$ cat src/rtl/dtu_pkg.sv
package dtu_pkg;

  localparam int FRACTION_BITS = 16;
  localparam int MOISTURE_BITS = 16;
  localparam int VEL_W = 32;
  localparam int SQ_W = 66;             // sum of three squares
  localparam int SPEED_W = 33;          // floor sqrt of sum
  localparam int PROD_W = 64;           // |vi*vj|
  localparam int OUT_W = 48;
  localparam int DIV_STEPS = 4;         // quotient bits per divider stage
  localparam int SQRT_STEPS = 3;        // result bits per root stage
  localparam int NUM_ENT = 6;

  localparam logic [1:0] REG_MOLECULAR = 2'd0;
  localparam logic [1:0] REG_LONGITUDINAL = 2'd1;
  localparam logic [1:0] REG_TRANSVERSE = 2'd2;
  localparam logic [1:0] REG_THRESHOLD = 2'd3;

  localparam logic signed [63:0] CLAMP = 64'sd1 <<< 60;

  typedef struct packed {
    logic [30:0]        molecular;
    logic signed [31:0] longitudinal;
    logic signed [31:0] transverse;
    logic [15:0]        threshold;
  } cfg_t;

  // round half away from zero of a*b/2^s, clamped to 2^60 magnitude
  // a and b are magnitudes up to 64 bits; neg gives the sign
  function automatic logic signed [63:0] round_clamp(input logic [127:0] prod,
                                                       input logic neg,
                                                       input int s);
    logic [127:0] r;
    logic [63:0]  v;
    r = (prod + (128'd1 << (s - 1))) >> s;
    v = (r > 128'(CLAMP)) ? 64'(CLAMP) : r[63:0];
    return neg ? -$signed(v) : $signed(v);
  endfunction

  function automatic logic signed [OUT_W-1:0] sat48(input logic signed [65:0] v);
    if (v > 66'sh7FFFFFFFFFFF) return {1'b0, {(OUT_W-1){1'b1}}};
    if (v < -66'sh800000000000) return {1'b1, {(OUT_W-1){1'b0}}};
    return v[OUT_W-1:0];
  endfunction

endpackage

$ cat src/rtl/dtu_sqrt.sv
// pipelined restoring square root, a few result bits per stage
module dtu_sqrt (
  input  logic                        clk,
  input  logic                        rst_n,
  input  logic                        in_valid,
  input  logic [dtu_pkg::SQ_W-1:0]    in_sum,
  output logic                        out_valid,
  output logic [dtu_pkg::SPEED_W-1:0] out_root
);
  localparam int NST = (dtu_pkg::SPEED_W + dtu_pkg::SQRT_STEPS - 1) / dtu_pkg::SQRT_STEPS;
  localparam int RW = dtu_pkg::SQ_W + 2;

  logic                        v_r   [NST+1];
  logic [RW-1:0]               rem_r [NST+1];
  logic [dtu_pkg::SPEED_W-1:0] root_r[NST+1];
  logic [dtu_pkg::SQ_W-1:0]    x_r   [NST+1];

  always_comb begin
    v_r[0] = in_valid;
    rem_r[0] = '0;
    root_r[0] = '0;
    x_r[0] = in_sum;
  end

  for (genvar g = 0; g < NST; g++) begin : g_st
    logic [RW-1:0]               rem_nxt;
    logic [dtu_pkg::SPEED_W-1:0] root_nxt;
    logic [dtu_pkg::SQ_W-1:0]    x_nxt;
    always_comb begin
      logic [RW-1:0] trial;
      rem_nxt = rem_r[g];
      root_nxt = root_r[g];
      x_nxt = x_r[g];
      for (int k = 0; k < dtu_pkg::SQRT_STEPS; k++) begin
        if (g * dtu_pkg::SQRT_STEPS + k < dtu_pkg::SPEED_W) begin
          rem_nxt = {rem_nxt[RW-3:0], x_nxt[dtu_pkg::SQ_W-1 -: 2]};
          x_nxt = x_nxt << 2;
          trial = {root_nxt, 2'b01};
          if (rem_nxt >= trial) begin
            rem_nxt = rem_nxt - trial;
            root_nxt = {root_nxt[dtu_pkg::SPEED_W-2:0], 1'b1};
          end else begin
            root_nxt = {root_nxt[dtu_pkg::SPEED_W-2:0], 1'b0};
          end
        end
      end
    end
    always_ff @(posedge clk) begin
      if (!rst_n) v_r[g+1] <= 1'b0;
      else v_r[g+1] <= v_r[g];
      rem_r[g+1] <= rem_nxt;
      root_r[g+1] <= root_nxt;
      x_r[g+1] <= x_nxt;
    end
  end

  assign out_valid = v_r[NST];
  assign out_root = root_r[NST];
endmodule

$ cat config.mk
export PLATFORM = sky130hd
export DESIGN_NAME = dtu_sqrt
export DESIGN_NICKNAME = d
export VERILOG_FILES = /design/src/rtl/dtu_pkg.sv /design/src/rtl/dtu_sqrt.sv
export SDC_FILE = /design/constraint.sdc
export NUM_CORES = 2
export LEC_CHECK = 0
export BUFFER_PORTS_ARGS = -buffer_cell sky130_fd_sc_hd__buf_2
export CORE_UTILIZATION = 40
export CTS_CLUSTER_DIAMETER = 120
export DETAILED_ROUTE_END_ITERATION = 12
export PLACE_DENSITY = 0.67
export SYNTH_ARGS = -nofsm -noshare
export SYNTH_HDL_FRONTEND = slang
export SYNTH_SLANG_ARGS = --single-unit
$ cat constraint.sdc
create_clock -name clk -period 23.6 [get_ports clk]
set_clock_uncertainty 0.2 [all_clocks]
set_input_delay 3.54 -clock clk [delete_from_list [all_inputs] [get_ports clk]]
set_output_delay 3.54 -clock clk [all_outputs]
set_load 0.02 [all_outputs]
## Yosys cells after proc, flatten, opt, wreduce, memory -nomap -nowiden

Cells that the tools add are included.

| storage, ports and cells | value |
|---|---|
| register bits after elaboration | 1199 |
| bits of input ports | 69 |
| word-level logic and storage cells | 172 |

| operators by class | value |
|---|---|
| add/subtract/negate cells | 32 |
| order comparisons | 33 |
| mux-type cells | 65 |

Operator list:

| operator | count |
|---|---|
| $mux W66 | 32 |
| $ge A68 B10 Y1 | 1 |
| $ge A68 B11 Y1 | 1 |
| $ge A68 B12 Y1 | 1 |
| $ge A68 B13 Y1 | 1 |
| $ge A68 B14 Y1 | 1 |
| $ge A68 B15 Y1 | 1 |
| $ge A68 B16 Y1 | 1 |
| $ge A68 B17 Y1 | 1 |
| $ge A68 B18 Y1 | 1 |
| $ge A68 B19 Y1 | 1 |
| $ge A68 B20 Y1 | 1 |
| $ge A68 B21 Y1 | 1 |
| $ge A68 B22 Y1 | 1 |
| $ge A68 B23 Y1 | 1 |
| $ge A68 B24 Y1 | 1 |
| $ge A68 B25 Y1 | 1 |
| $ge A68 B26 Y1 | 1 |
| $ge A68 B27 Y1 | 1 |
| $ge A68 B28 Y1 | 1 |
| $ge A68 B29 Y1 | 1 |
| $ge A68 B3 Y1 | 1 |
| $ge A68 B30 Y1 | 1 |
| $ge A68 B31 Y1 | 1 |
| 43 further kinds | 75 |

## Logic depth before layout (Yosys ltp)

| depth | value |
|---|---|
| depth after elaboration | 6 |
| depth in mapped cells | 57 |

## Least setup slack after synthesis

OpenSTA, ideal clock, no wires.

| timing path | value |
|---|---|
| path type | register -> register |
| start point | register root_r[92] (netlist bit) |
| end point | register rem_r[130] (netlist bit) |
| setup time | 0.134 ns |
| arrival time | 10.080 ns |
| required time | 23.266 ns |
| path slack | 13.187 ns |
| stages on the path, launching flop included | 51 |
| path buffers | 11 |
| clock period less this slack | 10.413 ns |
| cells stage by stage | dfxtp_1 inv_1 ha_1 or4b_2 nor2_1 nand2_1 a211o_1 nand3_1 buf_2 buf_1 clkbuf_1 buf_1 a21oi_1 ha_1 clkbuf_1 nand4_1 nor4_1 nand2_1 (+15 left out) a21o_1 a21o_1 a21oi_1 a21boi_0 o31ai_1 a21o_1 a21oi_1 nor2b_1 o21ai_0 nand2b_1 nand3_1 o311ai_0 o211ai_1 nand4bb_1 or4b_1 clkbuf_1 nor4_1 xor2_1 |

| on the way | value |
|---|---|
| longest elaborated chain between the ends | 6 |

Ends and longest elaborated chain:

| item | line | RTL |
|---|---|---|
| start, declared | dtu_sqrt.sv:15 | `logic [dtu_pkg::SPEED_W-1:0] root_r[NST+1];` |
| start signal, assigned by index | dtu_sqrt.sv:52 | `root_r[g+1] <= root_nxt;` |
| $sub A66 B29 Y66 or $ge A68 B29 Y1 (tied branches) | dtu_sqrt.sv:40, dtu_sqrt.sv:39 |  |
| $mux W66 or $mux W1 (tied branches) | dtu_sqrt.sv:39 | `if (rem_nxt >= trial) begin` |
| $sub A66 B30 Y66 or $ge A68 B30 Y1 (tied branches) | dtu_sqrt.sv:40, dtu_sqrt.sv:39 |  |
| $mux W66 or $mux W1 (tied branches) | dtu_sqrt.sv:39 |  |
| $sub A66 B31 Y66 or $ge A68 B31 Y1 (tied branches) | dtu_sqrt.sv:40, dtu_sqrt.sv:39 |  |
| $mux W66 * | dtu_sqrt.sv:39 |  |
| via g_st[9].rem_nxt[62] | dtu_sqrt.sv:26 | `logic [RW-1:0] rem_nxt;` |
| end signal, assigned by index | dtu_sqrt.sv:51 | `rem_r[g+1] <= rem_nxt;` |
| end, declared | dtu_sqrt.sv:14 | `logic [RW-1:0] rem_r [NST+1];` |

Mark *: on every way through the listed nets, which the timed path passes. The rest lies on a longest branch.
A chain may end at the register's enable or synchronous reset.

## Worst setup path after layout

| timing path | value |
|---|---|
| start point | register root_r[99] (netlist bit) |
| end point | register rem_r[182] (netlist bit) |

| on the way | value |
|---|---|
| longest elaborated chain between the ends | 6 |

Ends and longest elaborated chain:

| item | line |
|---|---|
| $sub A66 B26 Y66 or $ge A68 B26 Y1 (tied branches) | dtu_sqrt.sv:40, dtu_sqrt.sv:39 |
| $mux W66 or $mux W1 (tied branches) | dtu_sqrt.sv:39 |
| $sub A66 B27 Y66 or $ge A68 B27 Y1 (tied branches) | dtu_sqrt.sv:40, dtu_sqrt.sv:39 |
| $mux W66 or $mux W1 (tied branches) | dtu_sqrt.sv:39 |
| $sub A66 B28 Y66 or $ge A68 B28 Y1 (tied branches) | dtu_sqrt.sv:40, dtu_sqrt.sv:39 |
| $mux W66 * | dtu_sqrt.sv:39 |
| via g_st[8].rem_nxt[46] | dtu_sqrt.sv:26 |

Marked as above.

==> reports/results.ini <==
[power]
power.leakage_nw = 43.9
power.total_mw = 9.49
peakVddDrop_v = 0.0000800
pwr_density_cell_nw_per_um2 = 87.2

[detailed_routing]
drt_iter0_drc = 11500
vias = 100000
vias_per_cell = 6.10
wl_mm = 358
post_drt_wl_per_cell_um = 21.7
dr.pass1.iters = 8
ant_nets = 0
drc = 0

[setup_path]
required_ns = 24.08
critPathLaunchType = flop
worstSetupStartpoint = root_r[99]
crit_fanout = 57
cpMostUsedCell = a21o_1
rr_worst_depth = 38
max_stage_delay_ns = 1.26
r2r_start = root_r[99]
worstSetupEndpointType = flop
arrival_ns = 13.50
critPathKind = reg2reg
slowest_stage = or4_2

[cts]
cts-root-buf = clkbuf_16
hold_buffers = 0
clkTransAtPathRegs_ns = 0.06
clk_latency_ns = 0.81
cts_tree = built
cts_made_buffers = 141
cts_setup_buffers = 0
htree_levels = 4
clock_path_buffers = 3
cts_sinks = 1199
ctsResizeCount = 0

[yosys]
async_reset_ff_frac = 0
yosys.cell_count.top_type = nor2_1
synth_common_cells = nor2_1, dfxtp_1, nand2_1
ys_ff_latch = 1199
synth_edf_count = 0
ys_seq_area_frac = 0.238
yosys.cell_types.count = 134
syn_area_um2 = 101000
yosysTopAreaCell = dfxtp_1
synth_top_area_share = 0.238
yosys_warnings = 0
synth.area.top_cells = dfxtp_1, xnor2_1, ha_1, xor2_1, a21oi_1
avgSynthCellArea_um2 = 7.62
dominantRegCellSynth = dfxtp_1
synthCells = 13200

[grt]
grt_usage = 0.268
grt_start_max_net_pins = 72
grt_remaining_overflow = 0
antenna_found_initial = 19
grt_pass1_vias = 92100
grt_first_pass_wirelength_mm = 545

[job]
drv_cap = 0

[timing]
setup_viol = 0
finalCriticalPeriod_ns = 13.02
finalCritPeriodShare = 0.552
maxSlewHeadroom = 0.0832
setup_tns_ns = 0
slew_violations = 0
tightest_slew_ns = 1.34
fmax_mhz = 76.8
fin_ws_ns = 10.58
holdWs_ns = 0.109
hold_viol = 0
grt_setup_unrepaired = false

[cells_and_area]
area_growth_pct = 8.06
instances_no_fill = 16500
fin_nets = 13700
design_area_um2 = 109000
multi_input_area_um2 = 72800
final_layout_size_suffix_gt1_frac = 0.0612
seqCellArea_um2 = 24000
utilization = 0.436
fill_cells = 25200

[floorplan]
die-area_um2 = 254000
start_util = 0.404
core_region_area_um2 = 249000
io_pins = 103
die_h_um = 504
die-width_um = 504
rows = 183

[placed_design]
dp.cells = 16200
place_area_um2 = 104000
hpwl_mm = 288
post-place-ws_ns = 10.94
io_buffers = 102
place.gp.congestion = 1.02

[hold_path]
min_path_cells = 0
min_from = g_st[2].x_nxt[32]
hp-class = reg2reg

[run_status]
status = complete, no violations

-- area by class of cell --
class,count,share of cell area
Antenna cell,5,0.000115
Clock buffer,179,0.0359
Clock inverter,78,0.00978
Inverter,476,0.0165
Multi-Input combinational cell,11000,0.669
Sequential cell,1199,0.221
Tap cell,3330,0.0383
Timing Repair Buffer,177,0.00986
-- path summary, 6_finish.rpt --
path	endpoint	slack, ns
max	rem_r[182]	10.58
min	g_st[3].x_nxt[38]	0.11
max reg2reg	rem_r[182]	10.58
min reg2reg	g_st[3].x_nxt[38]	0.11
-- power breakdown --
part           leakage (nW)  internal, mW  total [mW]  switching (mW)
Sequential             10.0          2.39        2.92           0.524
Clock                  2.41          1.35        2.31           0.964
Combinational          31.5          1.51        4.25            2.74
Total                  43.9          5.25        9.49            4.23
-- registers in the layout, indices dropped and copies added, names as in the netlist --
register and count:
g_st.x_nxt 270, out_root 33, out_valid 1, rem_r 660
root_r 165, v_r 10, x_r 60
-- placed cells by master, fill, tap and decap left out, types with 222 or more instances in the layout --
cell type	count
ha_1	595
inv_1	459
nor3_1	493
a21oi_1	950
nand2_1	1140
nor2_1	1237
nand3_1	439
a21o_1	333
xnor2_1	1025
xor2_1	596
nor4_1	305
nand4_1	301
o21ai_0	612
dfxtp_1	1199
or3_1	222
-- cell families (layout without fill, tap and decap cells) --
family                     Yosys count  in the layout  share of synthesized area
and+or+nand+nor                   5516           5516                      0.290
AOI/OAI and AO/OA                 3180           3180                      0.205
xor gates and xnor gates          1624           1624                      0.141
DFF                               1199           1199                      0.238
buffers and inverters              979            910                     0.0391
adders and majority gates          596            596                     0.0740
muxes                              115            115                     0.0124
other                                1              9                  0.0000372
-- per-layer routing --
| layer | track usage | routed length [um] | up-vias |
|---|---|---|---|
| met1 | 0.358 | 154000 | 47100 |
| met5 | 0 | 32 | - |
| met4 | 0.127 | 18100 | 6 |
| li1 | - | - | 47900 |
| met2 | 0.426 | 158000 | 4681 |
| met3 | 0.0361 | 28700 | 793 |
-- worst max-delay path: cells and delay by family, from the launching register on --
family | cells | cell delay [ns]
simple gates | 15 | 4.87
xor+xnor | 1 | 0.14
compound gates | 15 | 4.83
buf+inv | 4 | 1.24
flops | 1 | 0.48
fa+ha+maj | 3 | 1.09
Power figures use the tool's default switching activity.
